### config.mk
export PLATFORM = sky130hd
export DESIGN_NAME = rri_cordic_cell
export DESIGN_NICKNAME = d
export VERILOG_FILES = /design/src/sv/rri_pkg.sv /design/src/sv/rri_cordic_cell.sv
export SDC_FILE = /design/constraint.sdc
export NUM_CORES = 1
export LEC_CHECK = 0
export BUFFER_PORTS_ARGS = -buffer_cell sky130_fd_sc_hd__buf_2
export CAP_MARGIN = 40
export CORE_MARGIN = 10
export CORE_UTILIZATION = 26
export DETAILED_ROUTE_END_ITERATION = 12
export PLACE_DENSITY = 0.46
export SYNTH_ARGS = -nofsm -noshare
export SYNTH_HDL_FRONTEND = slang
export SYNTH_SLANG_ARGS = --single-unit
export TNS_END_PERCENT = 30
### constraint.sdc
create_clock -name clk -period 3.6 [get_ports clk]
set_input_delay 0.72 -clock clk [delete_from_list [all_inputs] [get_ports clk]]
set_output_delay 0.72 -clock clk [all_outputs]
set_load 0.05 [all_outputs]
### src/sv/rri_pkg.sv
// rri_pkg: widths, stage counts, register codes and angle constants of the
// lidar range-image index unit; shared by the channel interfaces, the cordic
// cell and the top level
package rri_pkg;

	// field widths
	localparam int COORD_W  = 20;
	localparam int ANGLE_W  = 17;
	localparam int RCNT_W   = 8;
	localparam int CCNT_W   = 13;
	localparam int RANGE_W  = 20;
	localparam int ROW_W    = 7;
	localparam int COL_W    = 12;
	localparam int APB_AW   = 5;
	localparam int APB_DW   = 32;

	// parameter defaults
	localparam int MAX_RINGS_DEF   = 128;
	localparam int MAX_COLUMNS_DEF = 4096;

	// square root chains: planar radicand is (x^2 + y^2) * 2^20, range is x^2 + y^2 + z^2
	localparam int SQ_V_W     = 60;
	localparam int SQ_V_STEPS = SQ_V_W / 2;
	localparam int SQ_R_W     = 40;
	localparam int SQ_R_STEPS = SQ_R_W / 2;

	// cordic chain
	localparam int CORDIC_W     = 43;
	localparam int ACC_W        = 30;
	localparam int CORDIC_STEPS = 24;
	localparam int DEG90_FINE   = 94371840;
	localparam int DEG90        = 92160;
	localparam int ROUND_HALF   = 512;
	localparam int FINE_SHIFT   = 10;

	// atan(2^-i) in 2^-20 degree
	localparam int ATAN_FINE [CORDIC_STEPS] = '{
		47185920, 27855475, 14718068, 7471121, 3750058, 1876857, 938658, 469357,
		234682, 117342, 58671, 29335, 14668, 7334, 3667, 1833,
		917, 458, 229, 115, 57, 29, 14, 7
	};

	// divider chains
	localparam int DIV_N = 21;
	localparam int DIV_W = 18;

	// register map
	typedef enum logic [2:0] {
		REG_BOTTOM_ANGLE = 3'd0,
		REG_VERT_RES     = 3'd1,
		REG_HORIZ_RES    = 3'd2,
		REG_RING_COUNT   = 3'd3,
		REG_COLUMN_COUNT = 3'd4,
		REG_MIN_RANGE    = 3'd5
	} reg_idx_t;

	// cordic start state after the quadrant pre-rotation
	typedef struct packed {
		logic signed [CORDIC_W-1:0] x;
		logic signed [CORDIC_W-1:0] y;
		logic signed [ACC_W-1:0]    acc;
		logic                       zero;
	} cordic_pre_t;

endpackage

### src/sv/rri_cordic_cell.sv
// rri_cordic_cell: one vectoring micro-rotation, registered
// depends on rri_pkg for the arctangent table
module rri_cordic_cell #(
	parameter int W    = rri_pkg::CORDIC_W,
	parameter int AW   = rri_pkg::ACC_W,
	parameter int STEP = 0
) (
	input  logic                 clk,
	input  logic                 en,
	input  logic signed [W-1:0]  x_i,
	input  logic signed [W-1:0]  y_i,
	input  logic signed [AW-1:0] a_i,
	output logic signed [W-1:0]  x_o,
	output logic signed [W-1:0]  y_o,
	output logic signed [AW-1:0] a_o
);

	localparam logic signed [AW-1:0] ANG = AW'(rri_pkg::ATAN_FINE[STEP]);

	logic signed [W-1:0] dx;
	logic signed [W-1:0] dy;

	// floor shifts of the cross terms
	assign dx = y_i >>> STEP;
	assign dy = x_i >>> STEP;

	always_ff @(posedge clk) begin
		if (en) begin
			if (!y_i[W-1]) begin
				x_o <= x_i + dx;
				y_o <= y_i - dy;
				a_o <= a_i + ANG;
			end else begin
				x_o <= x_i - dx;
				y_o <= y_i + dy;
				a_o <= a_i - ANG;
			end
		end
	end

endmodule

==> metrics.txt <==
routed via count=11800; Max VDD drop=0.301 mV; vias in the first global route=11900; Clock Path Buffers=2; crit path kind=in2reg; crit path time final=3430 ps; Post-synth ARST share=0; DRC errors left=0; Final period util=0.954; Starting DRT DRC Count=868; Critical Path RT=3860 ps; Max-Cap Viols=0; row cnt=77; share of cells above drive strength 1=0.322; CP Capture Type=register; first-pass GRT wire length=71.1 mm; CP startpoint kind=primary input; synthesized flop and latch total=115; DRT antenna net count=0; RSZ-0062 raised after global routing=yes; Lkg Pwr=0.00745 µW; cell count of the worst hold path=1; max-slew violations=0; final hold violations=0; dominant synthesized flop cell=edfxtp_1; syn_area_per_cell=8.59 µm²; # hold bufs at CTS=0; routability-driven placement congestion ratio=0.915; Fillers=4683; Post-synth EDFFs=115; power density over the cells=413 nW/µm²; # diodes=0; Tot GR Track Use=0.173; Area Overhead vs Synth=38.0%; Crit path arrival time=3700 ps; status=finished clean; Mapped Cells=1354; vias per inst=4.83; Achievable Freq=0.291 GHz; Port Buffers=233; Worst Hold Class=in2reg; H-tree Lvls=4; IO Pins=234; Slew @ Worst Pin=824 ps; Synth cell types=82; CTS Buf Count=17; Critical Path Fanout Max=6; Design Power=6620 µW; # setup viols final=0; worst hold slack=420 ps; initial antenna violation count=7; Die H=231 µm; Clock transition at path regs=60 ps; Detail Placement HPWL=38.6 mm; largest net degree at the start of global routing=63; end of the worst hold path=a_o[0]$_DFFE_PP_; Mapped Area=11600 µm²; slew margin rel.=0.450; Detailed Route WL=46.9 mm; length of the first detailed-routing pass in iterations=5; WL per Instance=19.2 µm; die width=231 µm; sequential share of the synthesized area=0.297; CTS tree=yes; die area=53600 µm²; hold_sp=a_i[0]; Root Driver=clkbuf_16; initial core utilization=0.263; flip-flop and latch area=3450 µm²; Core Region=44200 µm²; Clock Sinks=115; Overflow after GRT=0; syn_nets=1624; footprint of the multi-input gates=7400 µm²; layout net count=2107; Ys Warns=0
## through the flow
stage	cell area (µm²)	utilization	setup slack, ps	setup TNS [ps]	cells
2_1_floorplan	11600	-	313	0	1354
3_3_place_gp	15500	0.349	-387	-5390	2410
3_5_place_dp	15500	0.349	-408	-6300	2410
4_1_cts	16000	0.363	117	0	2442
5_1_grt	16000	0.363	-11.0	-20.3	2442
6_report	16000	0.363	166	0	2442
## per-layer routing
metal  GRT usage  routed length (µm)  vias to the layer above
li1            -                   -                     5818
met1       0.234               22400                     5555
met2       0.264               20500                      353
met3      0.0457                3080                       48
met4      0.0499                 813                       12
met5           0                  64                        -
## layout by cell type (no fill, tap or decap), types with 8 or more instances in the layout
master / n
buf_4: 290
buf_2: 231
a21oi_1: 171
ha_1: 148
inv_1: 128
edfxtp_1: 115
nor2_1: 112
o21ai_0: 89
nand2_1: 79
xnor2_1: 74
o21bai_1: 31
a21o_1: 30
nor3_1: 24
nand3_1: 20
mux2i_1: 18
nand2b_1: 17
clkbuf_16: 17
nand4_1: 16
nor4_1: 16
xor2_1: 14
nor2b_1: 13
a211oi_1: 11
o21ai_1: 10
o31ai_1: 10
a211o_1: 9
or3_1: 9
a21oi_2: 8
o211ai_1: 8
## synthesized netlist by cell type, drive strengths merged, types with 5 or more instances
master	number	area (µm²)
a211o	9	78.8
a211oi	12	90.1
a21boi	5	37.5
a21o	30	225
a21oi	179	926
a221oi	8	82.6
a31oi	7	50.1
and2	5	31.3
buf	25	146
clkbuf	33	124
edfxtp	115	3450
ha	148	1850
inv	132	495
mux2i	18	180
nand2	79	297
nand2b	17	106
nand3	20	100
nand4	16	100
nor2	112	420
nor2b	14	95.1
nor3	25	130
nor4	16	100
nor4b	5	65.1
o211ai	8	60.1
o21ai	101	513
o21bai	32	244
o221ai	6	65.1
o31ai	11	87.6
or2	5	31.3
or3	9	56.3
xnor2	74	648
xor2	14	123
## worst max-delay path, stage by stage
cell and delay (ps):
buf_2 100, inv_1 40, ha_1 370, buf_4 190, inv_1 70, buf_4 120, o21bai_1 70, a221o_1 290
a31oi_1 400, o311ai_1 160, buf_4 160, nand2_1 150, o21ai_0 190, a211oi_1 290, nor2_1 90, xnor2_1 280
## flip-flops by register name, summed over array words and instances (netlist names)
| signal | cells |
|---|---|
| x_o | 43 |
| y_o | 42 |
| a_o | 30 |
## logic make-up after synthesis
family / after synthesis / share of synthesized area
AOI/OAI and AO/OA: 453 / 0.249
xor gates and xnor gates: 88 / 0.0663
adders and majority gates: 152 / 0.166
buffers and inverters: 194 / 0.0671
DFF: 115 / 0.297
muxes: 18 / 0.0155
and+or+nand+nor: 334 / 0.139
## how the worst max path moves through the flow
stage                       start                end  slack [ps]  cells after the start
after detailed placement   x_i[0]  x_o[42]$_DFFE_PP_        -410                     13
after global routing      x_i[14]  x_o[39]$_DFFE_PP_         -10                     14
after global placement     x_i[0]  x_o[42]$_DFFE_PP_        -390                     13
after floorplan            x_i[0]  x_o[42]$_DFFE_PP_         310                     12
final                      x_i[8]  y_o[34]$_DFFE_PP_         170                     16
after CTS                  x_i[0]  x_o[42]$_DFFE_PP_         120                     13
## power breakdown
| group | internal (µW) | switching (µW) | leakage [µW] | total [µW] |
|---|---|---|---|---|
| Sequential | 1750 | 60.3 | 0.00113 | 1810 |
| Combinational | 1060 | 1970 | 0.00605 | 3030 |
| Clock | 1020 | 763 | 0.000274 | 1780 |
## final cells by class
type                    count  area share
multi-input cells        1045       0.462
repair buffers            522       0.209
flip-flops and latches    115       0.215
inverters                 136      0.0318
clock buffers              17      0.0265
well taps                 592      0.0462
clock inverters            15     0.00975
## timing repair
item	4_1_cts	5_1_grt
setup buffers	0	0
endpoints found under the setup margin	0	5
resized for setup	0	3
Power figures use the tool's default switching activity.
