File: src/sv/rri_sqrt_cell.sv
// rri_sqrt_cell: one bit of a restoring integer square root, registered
// no package dependency; W even, STEP counts from the top bit pair
module rri_sqrt_cell #(
	parameter int W    = 40,
	parameter int STEP = 0
) (
	input  logic         clk,
	input  logic         en,
	input  logic [W-1:0] n_i,
	input  logic [W-1:0] r_i,
	output logic [W-1:0] n_o,
	output logic [W-1:0] r_o
);

	localparam logic [W-1:0] BIT = W'(1) << (W - 2 - 2 * STEP);

	logic [W:0] trial;

	// trial subtrahend for this bit pair
	assign trial = {1'b0, r_i} + {1'b0, BIT};

	always_ff @(posedge clk) begin
		if (en) begin
			if ({1'b0, n_i} >= trial) begin
				n_o <= n_i - trial[W-1:0];
				r_o <= (r_i >> 1) + BIT;
			end else begin
				n_o <= n_i;
				r_o <= r_i >> 1;
			end
		end
	end

endmodule

File: config.mk
export PLATFORM = sky130hd
export DESIGN_NAME = rri_sqrt_cell
export DESIGN_NICKNAME = d
export VERILOG_FILES = /design/src/sv/rri_sqrt_cell.sv
export SDC_FILE = /design/constraint.sdc
export NUM_CORES = 1
export LEC_CHECK = 0
export BUFFER_PORTS_ARGS = -buffer_cell sky130_fd_sc_hd__buf_2
export CAP_MARGIN = 20
export CORE_ASPECT_RATIO = 0.5
export CORE_MARGIN = 1.5
export CORE_UTILIZATION = 25
export CTS_CLUSTER_SIZE = 14
export DETAILED_ROUTE_END_ITERATION = 8
export HOLD_SLACK_MARGIN = 0.12
export PLACE_DENSITY_LB_ADDON = 0.05
export SYNTH_ARGS = -nofsm -noshare
export SYNTH_HDL_FRONTEND = slang
export SYNTH_SLANG_ARGS = --single-unit
File: constraint.sdc
create_clock -name clk -period 7.7 [get_ports clk]
set_input_delay 0.385 -clock clk [delete_from_list [all_inputs] [get_ports clk]]
set_output_delay 0.385 -clock clk [all_outputs]
set_load 0.03 [all_outputs]
==> results of run 1 <==
==> layout by cell type (no fill, tap or decap), drive strengths merged, types with 4 or more instances in the layout <==
cell type  synthesis  layout
buf                8     163
edfxtp            80      80
nand2             63      63
o21ai             58      58
inv               47      47
ha                41      41
a21oi             30      30
nor2              26      26
xnor2             19      19
a21o              17      17
xor2              16      16
nor2b             11      11
a31oi             10      10
clkbuf            11      10
nand3              9       9
and3               8       8
a211oi             8       8
o21a               7       7
o31a               6       6
nand2b             5       5
nor3               5       5
o31ai              4       4
==> final timing paths <==
kind,startpoint,to,slack [ns],cells past startpoint
setup / recovery,r_i[38],n_o[38],4.10,12
hold / removal,r_i[3],r_o[2],0.21,1
==> critical path: cells and delay by family <==
kind            cells  cell delay [ns]
compound gates      3             1.23
fa+ha+maj           2             0.58
buf+inv             3             0.66
mux                 1             0.33
simple gates        3             0.51
==> power by group through the flow <==
stage / logic (W) / clock network, W / registers [W]
floorplan: 0.000215 / 0 / 0.000666
global placement: 0.000459 / 0 / 0.000562
detailed placement: 0.000457 / 0 / 0.000563
CTS: 0.000460 / 0.000445 / 0.000554
global route: 0.000501 / 0.000457 / 0.000558
finish: 0.000452 / 0.000423 / 0.000553
==> layer usage <==
layer / GRT usage / vias up / routed length, µm
li1: - / 2258 / -
met1: 0.194 / 2074 / 7780
met2: 0.209 / 67 / 6520
met3: 0.0452 / 12 / 637
met4: 0.0404 / 0 / 184
met5: 0 / - / 0
==> kinds of logic after synthesis <==
logic type	after synthesis	synth area share
AOI/OAI and AO/OA	164	0.205
and+or+nand+nor	145	0.129
DFF	80	0.452
buffers and inverters	66	0.0500
adders and majority gates	42	0.100
xor gates and xnor gates	35	0.0577
muxes	2	0.00471
==> sequential cells by signal (all words and copies together) (netlist names) <==
name  cells
n_o      40
r_o      40
==> per-stage QoR <==
stage                      util  total power (W)  cells  setup slack [ns]  area [µm²]
after detailed placement  0.309          0.00102    951              3.62        6390
after floorplan               -         0.000881    534              4.84        5310
after global routing      0.322          0.00152    966              3.66        6660
after global placement    0.309          0.00102    951              3.65        6390
after CTS                 0.322          0.00146    966              4.01        6660
final                     0.322          0.00143    966              4.10        6660
==> layout make-up <==
type / count / area share
Inverter: 47 / 0.0265
Tap cell: 273 / 0.0513
Timing Repair Buffer: 163 / 0.124
Sequential cell: 80 / 0.360
Clock buffer: 10 / 0.0344
Multi-Input combinational cell: 388 / 0.397
Clock inverter: 5 / 0.00732
==> results.yml, run 1 <==
run_status:
  status: "completed"
power_and_ir_drop:
  vdd_drop_max_mv: 0.0967
  power.density_nw_per_um2: 214
  p_sw_w: 0.000486
  sw_frac_of_total: 0.340
  sequentialPowerShare: 0.387
  comb_power_share: 0.317
  p_int_w: 0.000942
  clock_power_share: 0.296
  p_leak_nw: 2.95
clock_tree:
  cts_setup_buffers: 0
  clock_sinks: 80
  clockBufferDepth: 2
  numCtsBuffers: 9
  ctsResizeCount: 0
  path_clk_slew_ns: 0.06
  hold_buffers: 0
  root_buffer: "clkbuf_16"
  ctsHtreeMaxLevel: 3
  cts_tree: "yes"
worst_setup_path:
  cpMostUsedCell: "ha_1"
  worst-setup-path-type: "input port to register"
  required_ns: 7.81
  crit_arrival_ns: 3.72
  crit_fanout: 41
  cp-start-kind: "input port"
  crit_slowest_cell: "a31oi_4"
  cpPeakStageDelay_ns: 0.76
  worstPathCellList: "buf_2 > ha_1 > inv_1 > ha_1 > nand4b_1 > nor4_1 > and3_1 > a31oi_1 > o21ai_0 > a31oi_4 > buf_4 > mux2_4"
  endpoint_kind: "register"
yosys:
  syn-num-nets: 658
  synth_warnings: 0
  syn_inst: 534
  synth.distinct_cells: 64
  ys_seq_area_frac: 0.452
  synth_edf_count: 80
  ys_async_sr_fraction: 0
  yosys-top-cells-area: "edfxtp_1, ha_1, o21ai_0"
  synth_top_area_share: 0.452
  avgSynthCellArea_um2: 9.94
  syn_area_um2: 5310
  synth.most_common_cell: "edfxtp_1"
  synth_ff_type: "edfxtp_1"
  synthTopCellsByCount: "edfxtp_1, nand2_1, o21ai_0, inv_1, ha_1"
  ys_ff_latch: 80
  synth_top_area_cell: "edfxtp_1"
floorplanning:
  die_h_um: 106
  io_pins: 162
  rows: 37
  die_w_um: 209
  start_util: 0.257
  die-area_um2: 22200
  core_um2: 20700
timing:
  worstMarginPinSlew_ns: 0.936
  report.final.slew_viol_count: 0
  setup_viol: 0
  min_period_ns: 3.60
  rsz0062_at_grt: "no"
  timing.hold.ws_ns: 0.214
  fmax_mhz: 278
  period_share: 0.468
  finalSetupTns_ns: 0
  relSlewSlack: 0.376
  hold_viol_final: 0
detailed_routing:
  first_pass_iters: 4
  drt_wl_total_mm: 15.1
  ant_nets: 0
  route.vias.total: 4411
  drt_iter0_drc: 176
  drc: 0
  via_per_inst: 4.57
  wl_per_cell_um: 15.7
global_routing:
  grt_usage: 0.140
  grt_pass1_vias: 4381
  grt_overflow: 0
  grt_max_degree: 45
  grt_pass1_wl_mm: 23.6
  antenna_found_initial: 0
finish:
  areaGrowthSynthToFinish_pct: 25.5
  num_antenna_cells: 0
  nets: 813
  multi_input_area_um2: 2640
  final-seq-area_um2: 2400
  drive_above_1_share: 0.270
  fill_cells: 2179
job:
  maxCapViolCount: 0
place:
  dp_hpwl_mm: 11.8
  port_buffers: 161
  globalplace.congestion: 0.789
hold_path:
  holdCritPathClass: "input port to register"
No activity file was read; power rests on OpenSTA's default activity.
==> run 2: changes to the inputs <==
- clock period: 7.7 -> 3.5 ns (I/O delays scaled with it)
==> run 2 against run 1 <==
  * First-iteration DRC count up 39%
  * Sequential share of layout area fell by 3.8 points
  * Highest routed layer unchanged
  * Design area up 12%
  * Non-clock buffer count is 71 higher
  * Critical endpoint unchanged
  * Hold slack lost 0.084 ns
  * Setup slack worse by 3.9 ns
  * Clock power increased to 2.6 times the previous value
  * Critical path type unchanged
  * Die area stayed put
  * Via count increased by 5.7%
==> results.yml, run 2 (same netlist as run 1, synthesis figures left out) <==
global_routing:
  grt_pass1_wl_mm: 24.8
  antenna_found_initial: 0
  grt_max_degree: 63
  grt_overflow: 0
  grt_usage: 0.145
  grt_pass1_vias: 4741
floorplanning:
  die_h_um: 106
  die-area_um2: 22200
  rows: 37
  core_um2: 20700
  die_w_um: 209
  io_pins: 162
  start_util: 0.257
clock_tree:
  root_buffer: "clkbuf_16"
  ctsHtreeMaxLevel: 3
  cts_tree: "yes"
  cts_setup_buffers: 0
  clock_sinks: 80
  clockBufferDepth: 2
  path_clk_slew_ns: 0.06
  numCtsBuffers: 9
detailed_routing:
  drt_wl_total_mm: 15.5
  route.vias.total: 4663
  first_pass_iters: 4
  ant_nets: 0
  drc: 0
  wl_per_cell_um: 15.0
  drt_iter0_drc: 245
  via_per_inst: 4.49
finish:
  num_antenna_cells: 0
  final_common_cell: "buf_2"
  stdcell_area_um2: 7450
  top_regs: "n_o: 40 flops, r_o: 40 flops"
  areaGrowthSynthToFinish_pct: 40.3
  drive_above_1_share: 0.256
  instances_no_fill: 1038
  final_core_util: 0.360
  nets: 884
  most-common-layout-cells: "buf_2, edfxtp_1, dlygate4sd3_1"
run_status:
  status: "completed"
timing:
  fin_ws_ns: 0.159
  min_period_ns: 3.34
  setup_viol: 0
  rsz0062_at_grt: "no"
  finalSetupTns_ns: 0
  fmax_mhz: 299
  period_share: 0.955
  worstMarginPinSlew_ns: 0.849
  report.final.slew_viol_count: 0
  hold_viol_final: 0
  relSlewSlack: 0.434
place:
  port_buffers: 161
  dp_hpwl_mm: 11.8
  dp_slack_ns: 0.225
  dpl.cell_count: 956
  globalplace.congestion: 0.768
  placed_cell_area_um2: 6440
worst_setup_path:
  worst-setup-path-type: "input port to register"
  crit_slowest_cell: "dlygate4sd3_1"
  crit_fanout: 4
  endpoint_kind: "register"
  cpPeakStageDelay_ns: 0.55
  crit_arrival_ns: 3.45
  crit_family: "compound AO/OA/AOI/OAI gates"
  worstPathCellList: "dlygate4sd3_1 > buf_2 > ha_1 > nor2b_1 > o31a_1 > o311ai_4 > nand3_1 > a311oi_2 > o22ai_2 > mux2i_1 > o2111ai_1 > mux2_4"
  required_ns: 3.61
  cp.depth: 12
  cp_num_buf_inv: 2
  cp-start-kind: "input port"
job:
  maxCapViolCount: 0
hold_path:
  holdCritPathClass: "input port to register"
  holdPathStages: 3
power_and_ir_drop:
  power.density_nw_per_um2: 454
  p_leak_nw: 3.28
  vdd_drop_max_mv: 0.235
==> run 2: cell count changes in the layout (fill, tap and decap cells not counted), sizes merged <==
| cell | change |
|---|---|
| dlygate4sd3 | +66 |
| buf | +5 |
| clkinv | -3 |
| bufinv | +2 |
| clkbuf | +1 |
| clkinvlp | +1 |
==> run 2: layer usage <==
metal | up-vias | GRT usage | share of wire
met3 | 11 | 0.0408 | 0.035
met4 | 0 | 0.0326 | 0.0092
met5 | - | 0 | 0
li1 | 2402 | - | -
met2 | 67 | 0.227 | 0.44
met1 | 2183 | 0.198 | 0.52
==> run 2: stage by stage <==
stage          hold WS [ns]  power, W
6_report              0.130   0.00339
4_1_cts               0.121   0.00345
3_3_place_gp          0.368   0.00226
5_1_grt               0.131   0.00359
3_5_place_dp          0.368   0.00226
2_1_floorplan         0.274   0.00194
==> run 2: layout make-up <==
type	instances	area, µm²
Sequential cell	80	2400
Clock inverter	5	105
Fill cell	2145	13200
Clock buffer	11	233
Inverter	47	176
Timing Repair Buffer	234	1530
Tap cell	273	342
Multi-Input combinational cell	388	2660
==> run 2: timing repair <==
| action | CTS | global route |
|---|---|---|
| hold buffers | 66 | 0 |
| endpoints found under the setup margin | 0 | 2 |
| hold endpoints to repair | 66 | 0 |
| gates resized for setup | 0 | 3 |
==> run 2: power breakdown <==
part           internal, W  switching [W]
registers          0.00119      0.0000255
clock network     0.000698       0.000402
logic             0.000398       0.000671
total              0.00229        0.00110
==> run 2: worst paths after layout <==
| check | start | to |
|---|---|---|
| worst min-delay path | n_i[20] | n_o[20] |
| worst max-delay path | n_i[2] | n_o[38] |
