`src/sv/rri_div_cell.sv`:
```
// rri_div_cell: one quotient bit of a restoring unsigned divider, registered
// no package dependency; divisor must be non-zero
module rri_div_cell #(
	parameter int NW = 21,
	parameter int DW = 18
) (
	input  logic          clk,
	input  logic          en,
	input  logic [DW-1:0] div_i,
	input  logic [DW-1:0] rem_i,
	input  logic [NW-1:0] num_i,
	input  logic [NW-1:0] quo_i,
	output logic [DW-1:0] rem_o,
	output logic [NW-1:0] num_o,
	output logic [NW-1:0] quo_o
);

	logic [DW:0] part;

	// bring down the next dividend bit
	assign part = {rem_i, num_i[NW-1]};

	always_ff @(posedge clk) begin
		if (en) begin
			num_o <= num_i << 1;
			if (part >= {1'b0, div_i}) begin
				rem_o <= DW'(part - {1'b0, div_i});
				quo_o <= {quo_i[NW-2:0], 1'b1};
			end else begin
				rem_o <= part[DW-1:0];
				quo_o <= {quo_i[NW-2:0], 1'b0};
			end
		end
	end

endmodule
```
`config.mk`:
```
export PLATFORM = sky130hd
export DESIGN_NAME = rri_div_cell
export DESIGN_NICKNAME = d
export VERILOG_FILES = /design/src/sv/rri_div_cell.sv
export SDC_FILE = /design/constraint.sdc
export NUM_CORES = 1
export LEC_CHECK = 0
export ABC_CLOCK_PERIOD_IN_PS = 3400
export BUFFER_PORTS_ARGS = -buffer_cell sky130_fd_sc_hd__buf_2
export CELL_PAD_IN_SITES_DETAIL_PLACEMENT = 1
export CELL_PAD_IN_SITES_GLOBAL_PLACEMENT = 1
export CORE_MARGIN = 2
export CORE_UTILIZATION = 37
export CTS_BUF_LIST = sky130_fd_sc_hd__clkbuf_4
export DETAILED_ROUTE_END_ITERATION = 6
export PLACE_DENSITY = 0.83
export SLEW_MARGIN = 5
export SYNTH_ARGS = -nofsm -noshare
export SYNTH_HDL_FRONTEND = slang
export SYNTH_SLANG_ARGS = --single-unit
```
`constraint.sdc`:
```
create_clock -name clk -period 3.4 [get_ports clk]
set_clock_uncertainty 0.05 [all_clocks]
set_input_delay 0.17 -clock clk [delete_from_list [all_inputs] [get_ports clk]]
set_output_delay 0.17 -clock clk [all_outputs]
set_load 0.005 [all_outputs]
```
==> results of run 1 <==
[critical path, cell delays in order]
cell and delay [ns]:
dlygate4sd3_1 0.53, buf_2 0.13, ha_1 0.35, a21o_1 0.23
a31oi_1 0.31, a211oi_2 0.17, nor3_2 0.34, o211a_1 0.20
buf_4 0.23, mux2_2 0.36
[sequential cells by signal (all words and copies together), names as in the netlist]
signal,cells
quo_o,21
rem_o,18
num_o,20
[layer usage]
| layer | GRT usage, % | share of wire [%] | vias up |
|---|---|---|---|
| met5 | 0 | 0 | - |
| met4 | 10.4 | 3.9 | 0 |
| met3 | 7.52 | 9.0 | 32 |
| met2 | 42.7 | 50 | 139 |
| met1 | 24.9 | 37 | 1303 |
| li1 | - | - | 1278 |
[Yosys cell counts (all sizes together), types with 2 or more instances]
cell	number	area, um^2
a211oi	4	35.0
a21o	6	46.3
a21oi	9	45.0
a311oi	3	26.3
a31oi	4	25.0
and3	3	20.0
buf	6	68.8
edfxtp	59	1770
ha	18	225
inv	23	86.3
mux2	16	203
mux2i	3	30.0
nand2	16	60.1
nand2b	2	12.5
nand3	6	30.0
nand4	2	27.5
nor2	14	52.6
nor2b	2	12.5
nor3	5	30.0
o211a	3	30.0
o21a	2	15.0
o21ai	7	35.0
or3	2	15.0
xnor2	7	61.3
xor2	3	26.3
[final timing paths]
kind                  slack (ns)      from  cells past startpoint            endpoint
worst max-delay path        0.51  rem_i[3]                     10  rem_o[7]$_DFFE_PP_
worst min-delay path        0.02  rem_i[4]                      2  rem_o[5]$_DFFE_PP_
[layout by cell type (no fill, tap or decap), types with 2 or more instances in the layout]
cell | Yosys | layout
mux2_4 | 6 | 6
buf_2 | 0 | 137
o21a_1 | 2 | 2
mux2i_1 | 3 | 3
o211a_1 | 3 | 3
edfxtp_1 | 59 | 59
nand2b_1 | 2 | 2
nand2_1 | 16 | 16
a211oi_1 | 3 | 3
a21o_1 | 5 | 5
or3_2 | 2 | 2
inv_1 | 23 | 23
a31oi_1 | 4 | 4
xor2_1 | 3 | 3
mux2_2 | 10 | 10
and3_1 | 2 | 2
xnor2_1 | 7 | 7
a21oi_1 | 9 | 9
o21ai_0 | 6 | 6
nor2_1 | 14 | 14
buf_4 | 2 | 3
nor2b_1 | 2 | 2
clkbuf_4 | 0 | 9
ha_1 | 18 | 18
dlygate4sd3_1 | 0 | 44
nand3_1 | 6 | 6
a311oi_1 | 3 | 3
clkinvlp_4 | 0 | 2
nor3_1 | 4 | 4
bufinv_16 | 0 | 2
[logic make-up (layout without fill, tap and decap cells)]
| logic type | Yosys count | after routing | synth area share (%) |
|---|---|---|---|
| other | 1 | 1 | 0.119 |
| and+or+nand+nor | 56 | 56 | 9.27 |
| xor gates and xnor gates | 10 | 10 | 2.79 |
| muxes | 19 | 19 | 7.40 |
| AOI/OAI and AO/OA | 48 | 48 | 11.2 |
| buffers and inverters | 30 | 223 | 5.05 |
| adders and majority gates | 19 | 19 | 7.80 |
| DFF | 59 | 59 | 56.3 |
[layout make-up]
class | instances | share of cell area (%)
Inverter | 23 | 1.91
Clock buffer | 9 | 1.50
Sequential cell | 59 | 39.3
Tap cell | 105 | 2.91
Clock inverter | 7 | 2.05
Multi-Input combinational cell | 153 | 26.9
Timing Repair Buffer | 184 | 25.5
[report_power, final]
part / switching [W] / internal, W / leakage (nW)
logic: 0.000241 / 0.000244 / 1.40
registers: 0.0000274 / 0.000892 / 0.578
clock network: 0.000308 / 0.000295 / 0.0796
total: 0.000577 / 0.00143 / 2.05
[per-stage QoR]
| step | total power, W | area (um^2) |
|---|---|---|
| 3_5_place_dp | 0.00136 | 3910 |
| 2_1_floorplan | 0.00117 | 3140 |
| 4_1_cts | 0.00198 | 4510 |
| 5_1_grt | 0.00209 | 4510 |
| 6_report | 0.00201 | 4510 |
| 3_3_place_gp | 0.00133 | 3910 |
==> results.md, run 1 <==
- Hold/Removal Path Class: in2reg
- Worst setup SP type: primary input
- IO buf count: around 140
- Worst Path Max Fanout: 13
- Die height: approximately 96 um
- Share of cells above drive strength 1: between 40% and 50%
- Core area: 8220 um^2
- LEAKAGE: 2.05 nW
- Yosys cell types: 51
- Cts hold-fix bufs: between 40 and 50
- Die area: between 9000 and 10000 um^2
- Number of enable flip-flop cells after synthesis: 59
- Vias in the first global route: 2930
- Setup WS pre-CTS: around 0.56 ns
- Syn avg cell area: between 10 and 15 um^2
- CTS tree: done
- Syn Std Cell Area: between 3000 and 4000 um^2
- Multi-input logic area: around 1200 um^2
- Max-Slew Margin vs Limit: 38.9%
- Syn Inst Count: ~240
- N_diodes: 0
- Final Critical Period: roughly 2.9 ns
- Hold Worst Slack: about 0.016 ns
- Final hold violation count: 0
- Prevailing post-synth register cell: edfxtp_1
- Syn Nets: ~340
- Critical path required time: approximately 3.5 ns
- WL per Instance: between 20 and 25 um
- RSZ-0062 raised after global routing: false
- Post-DRT Antenna Nets: 0
- Via Count: 2752
- Async SR Flop Fraction: 0%
- Row count: 33
- # DRC: 0
- Max Clock Freq: approximately 0.35 GHz
- Fill cells: a little under 900
- Utilization after layout: 54.9%
- Total gr overflow: 0
- Cell count after placement: between 400 and 500
- H-Tree Level Count: 3
- Kind of critical path: in2reg
- Final Worst Setup Slack: about 0.5 ns
- Initial Util: 38.3%
- Antenna violations before repair: 0
- First-pass GRT wire length: 15.8 mm
- Max-capacitance violation count: 0
- Die X-Extent: around 96 um
- Sequential-to-total area share from yosys stat: a little under three fifths
- Largest net degree at the start of global routing: 38
- Slew Limit Fails: 0
- Root Driver: clkbuf_4
- Initial drt markers: approximately 150
- Finished Layout Cells: 540
- Clock sinks: 59
- Avg Vias per Cell: a little over 5
- Ys Warns: 0
- CTS resizes: 0
- Post-CTS setup repair buffer count: 0
- Inserted Clock Buffers: 9
- Worst Tran Pin Value: about 0.9 ns
- Period utilisation layout: 85.1%
- Clock slew at reported path FFs: ~0.12 ns
- Final setup fails: 0
- Clk buf depth: 2
- Arrival time worst endpoint: between 3 and 4 ns
- Sequential Area: roughly 1800 um^2
- P&R area growth vs syn: 43.5%
- Post-layout nets: between 500 and 600
- I/O pin count: 140
- WL final: roughly 11 mm
- Routability congestion estimate: approximately 0.82
- Post-synthesis register bit count: slightly below 60
- Total GRT Usage: between 20% and 30%
- PwrDens: 445 nW/um^2
- CP Capture Type: register
- Peak VDD IR: roughly 0.19 mV
- Post-DP HPWL: between 6 and 7 mm
- Pre-antenna DRT Iters: 4
- Run status: completed
- Setup TNS: 0 ns
No activity file was read; power rests on OpenSTA's default activity.
==> run 2: changes to the inputs <==
--- a/config.mk
+++ b/config.mk
@@ -9,12 +9,12 @@
 export BUFFER_PORTS_ARGS = -buffer_cell sky130_fd_sc_hd__buf_2
 export CELL_PAD_IN_SITES_DETAIL_PLACEMENT = 1
 export CELL_PAD_IN_SITES_GLOBAL_PLACEMENT = 1
-export CORE_MARGIN = 2
 export CORE_UTILIZATION = 37
 export CTS_BUF_LIST = sky130_fd_sc_hd__clkbuf_4
 export DETAILED_ROUTE_END_ITERATION = 6
 export PLACE_DENSITY = 0.83
-export SLEW_MARGIN = 5
+export REMOVE_ABC_BUFFERS = 1
+export SLEW_MARGIN = 40
 export SYNTH_ARGS = -nofsm -noshare
 export SYNTH_HDL_FRONTEND = slang
 export SYNTH_SLANG_ARGS = --single-unit
==> results.md, run 2 (same netlist as run 1, synthesis figures left out) <==
- Row count: 33 (unchanged)
- Worst Hold Depth: 2 (unchanged)
- Avg Vias per Cell: 4.96 (-2.7%)
- Via Count: 2668 (-3.1%)
- Sequential Area: 1770 um^2 (unchanged)
- Placed cell area: 3910 um^2 (unchanged)
- Routability congestion estimate: 0.803 (-1.7%)
- PwrDens: 445 nW/um^2 (+0.11%)
- Max reg flops: 21 (unchanged)
- WL per Instance: 17.5 um (-14%)
- Post-layout nets: 527 (-0.38%)
- Largest Register: quo_o
- CP Capture Type: register
- Hold Startpoint: rem_i[13]
- LEAKAGE: 2.06 nW (+0.12%)
- Vias in the first global route: 2745 (-6.3%)
- Final Critical Period: 2.66 ns (-0.233 ns)
- Clock slew at reported path FFs: 0.12 ns (about the same)
- Max-Slew Margin vs Limit: 62.4% (+23 points)
- Critical path required time: 3.50 ns (-0.03 ns)
- Die X-Extent: 94.2 um (-2.1%)
- Pre-antenna DRT Iters: 4 (unchanged)
- Die area: 8870 um^2 (-4.1%)
- Max Clock Freq: 0.376 GHz (+8.8%)
- Largest registers: quo_o: 21 flops, num_o: 20 flops, rem_o: 18 flops
- RSZ-0062 raised after global routing: false
- Post-DRT Antenna Nets: 0 (unchanged)
- Root Driver: clkbuf_4
- I/O pin count: 140 (unchanged)
- Worst setup SP type: primary input
- Total gr overflow: 0 (unchanged)
- Final hold violation count: 0 (unchanged)
- Final setup fails: 0 (unchanged)
- CTS resizes: 0 (unchanged)
- Setup TNS: 0 ns (unchanged)
- H-Tree Level Count: 3 (unchanged)
- Peak VDD IR: 0.218 mV (+17%)
- Run status: completed
- Most common cell after layout, fill and taps aside: buf_2
- Initial drt markers: 81 (-47%)
- CTS tree: done
- # DRC: 0 (unchanged)
- Share of cells above drive strength 1: 42.0% (+0.42 points)
- P&R area growth vs syn: 43.1%
- Total GRT Usage: 21.8% (-1.8 points)
- Design area: 4500 um^2 (-0.28%)
- Kind of critical path: in2reg
- WL final: 9.40 mm (-14%)
- IO buf count: 137 (unchanged)
- Fill cells: 913 (+2.8%)
- Worst Tran Pin Value: 0.564 ns (-0.352 ns)
- Multi-input logic area: 1210 um^2 (unchanged)
- Max-capacitance violation count: 0 (unchanged)
- Antenna violations before repair: 0 (unchanged)
- Core area: 8220 um^2 (unchanged)
- Clock sinks: 59 (unchanged)
- Largest net degree at the start of global routing: 40 (+5.3%)
- Initial Util: 38.3% (unchanged)
- Most frequent cells in the layout: buf_2 (137), edfxtp_1 (59), dlygate4sd3_1 (42), inv_1 (23), ha_1 (18)
- Post-DP HPWL: 5.98 mm (-15%)
- Hold path endpoint: rem_o[14]$_DFFE_PP_
- Inserted Clock Buffers: 9 (unchanged)
- Worst Path Max Fanout: 5 (-8)
- Die height: 94.2 um (-2.1%)
- Hold/Removal Path Class: in2reg
- Arrival time worst endpoint: 2.76 ns (-0.26 ns)
- N_diodes: 0 (unchanged)
- Period utilisation layout: 78.2% (-6.8 points)
- First-pass GRT wire length: 14.2 mm (-10%)
- Slew Limit Fails: 0 (unchanged)
- Clk buf depth: 2 (unchanged)
-- run 2: cell count changes in the layout (fill, tap and decap cells not counted) --
cell / before / now
clkinv_4: 1 / 3
inv_6: 0 / 1
clkinvlp_4: 2 / 0
clkinv_1: 1 / 0
dlygate4sd3_1: 44 / 42
-- run 2: worst max-delay path by stage --
stage | start | to | cells past startpoint | slack (ns)
floorplan | div_i[4] | rem_o[1]$_DFFE_PP_ | 8 | 0.68
global placement | num_i[20] | rem_o[12]$_DFFE_PP_ | 11 | 0.62
detailed placement | num_i[20] | rem_o[12]$_DFFE_PP_ | 11 | 0.56
CTS | rem_i[1] | rem_o[12]$_DFFE_PP_ | 9 | 0.78
global route | rem_i[1] | rem_o[12]$_DFFE_PP_ | 9 | 0.70
finish | rem_i[1] | rem_o[12]$_DFFE_PP_ | 9 | 0.74
-- run 2: timing repair --
action,in CTS,in global routing
hold buffers,42,0
endpoints found under the hold margin,42,0
buffers inserted,0,0
-- run 2: per-stage QoR --
step / total power [W] / worst slack [ns] / instances / utilization (%) / hold WS (ns)
finish: 0.00200 / 0.741 / 538 / 54.8 / 0.0272
global route: 0.00209 / 0.698 / 538 / 54.8 / 0.000424
CTS: 0.00200 / 0.776 / 538 / 54.8 / 0.00315
detailed placement: 0.00135 / 0.562 / 480 / 47.6 / 0.299
global placement: 0.00133 / 0.621 / 480 / 47.6 / 0.297
floorplan: 0.00116 / 0.681 / 235 / - / 0.219
-- run 2: area by class of cell --
cell class	instances	share of cell area, %
Clock inverter	7	2.22
Timing Repair Buffer	182	25.1
Sequential cell	59	39.4
Multi-Input combinational cell	153	27.0
Inverter	23	1.92
Clock buffer	9	1.50
Tap cell	105	2.92
-- run 2: critical path, cell delays in order --
cell	delay, ns
dlygate4sd3_1	0.54
buf_2	0.13
ha_1	0.33
a21o_1	0.21
a221oi_2	0.39
o21ai_1	0.23
a311oi_1	0.37
xnor2_1	0.12
mux2_4	0.28
-- run 2: where the power goes --
part	total, W	internal, W	switching (W)
sequential	0.000912	0.000891	0.0000213
clock	0.000620	0.000303	0.000317
combinational	0.000472	0.000242	0.000229
-- run 2: metal layers --
| layer | track usage, % | part of all wire, % |
|---|---|---|
| met1 | 23.3 | 38 |
| met2 | 40.7 | 54 |
| met3 | 6.47 | 6.6 |
| met4 | 6.54 | 1.2 |
| met5 | 0 | 0 |
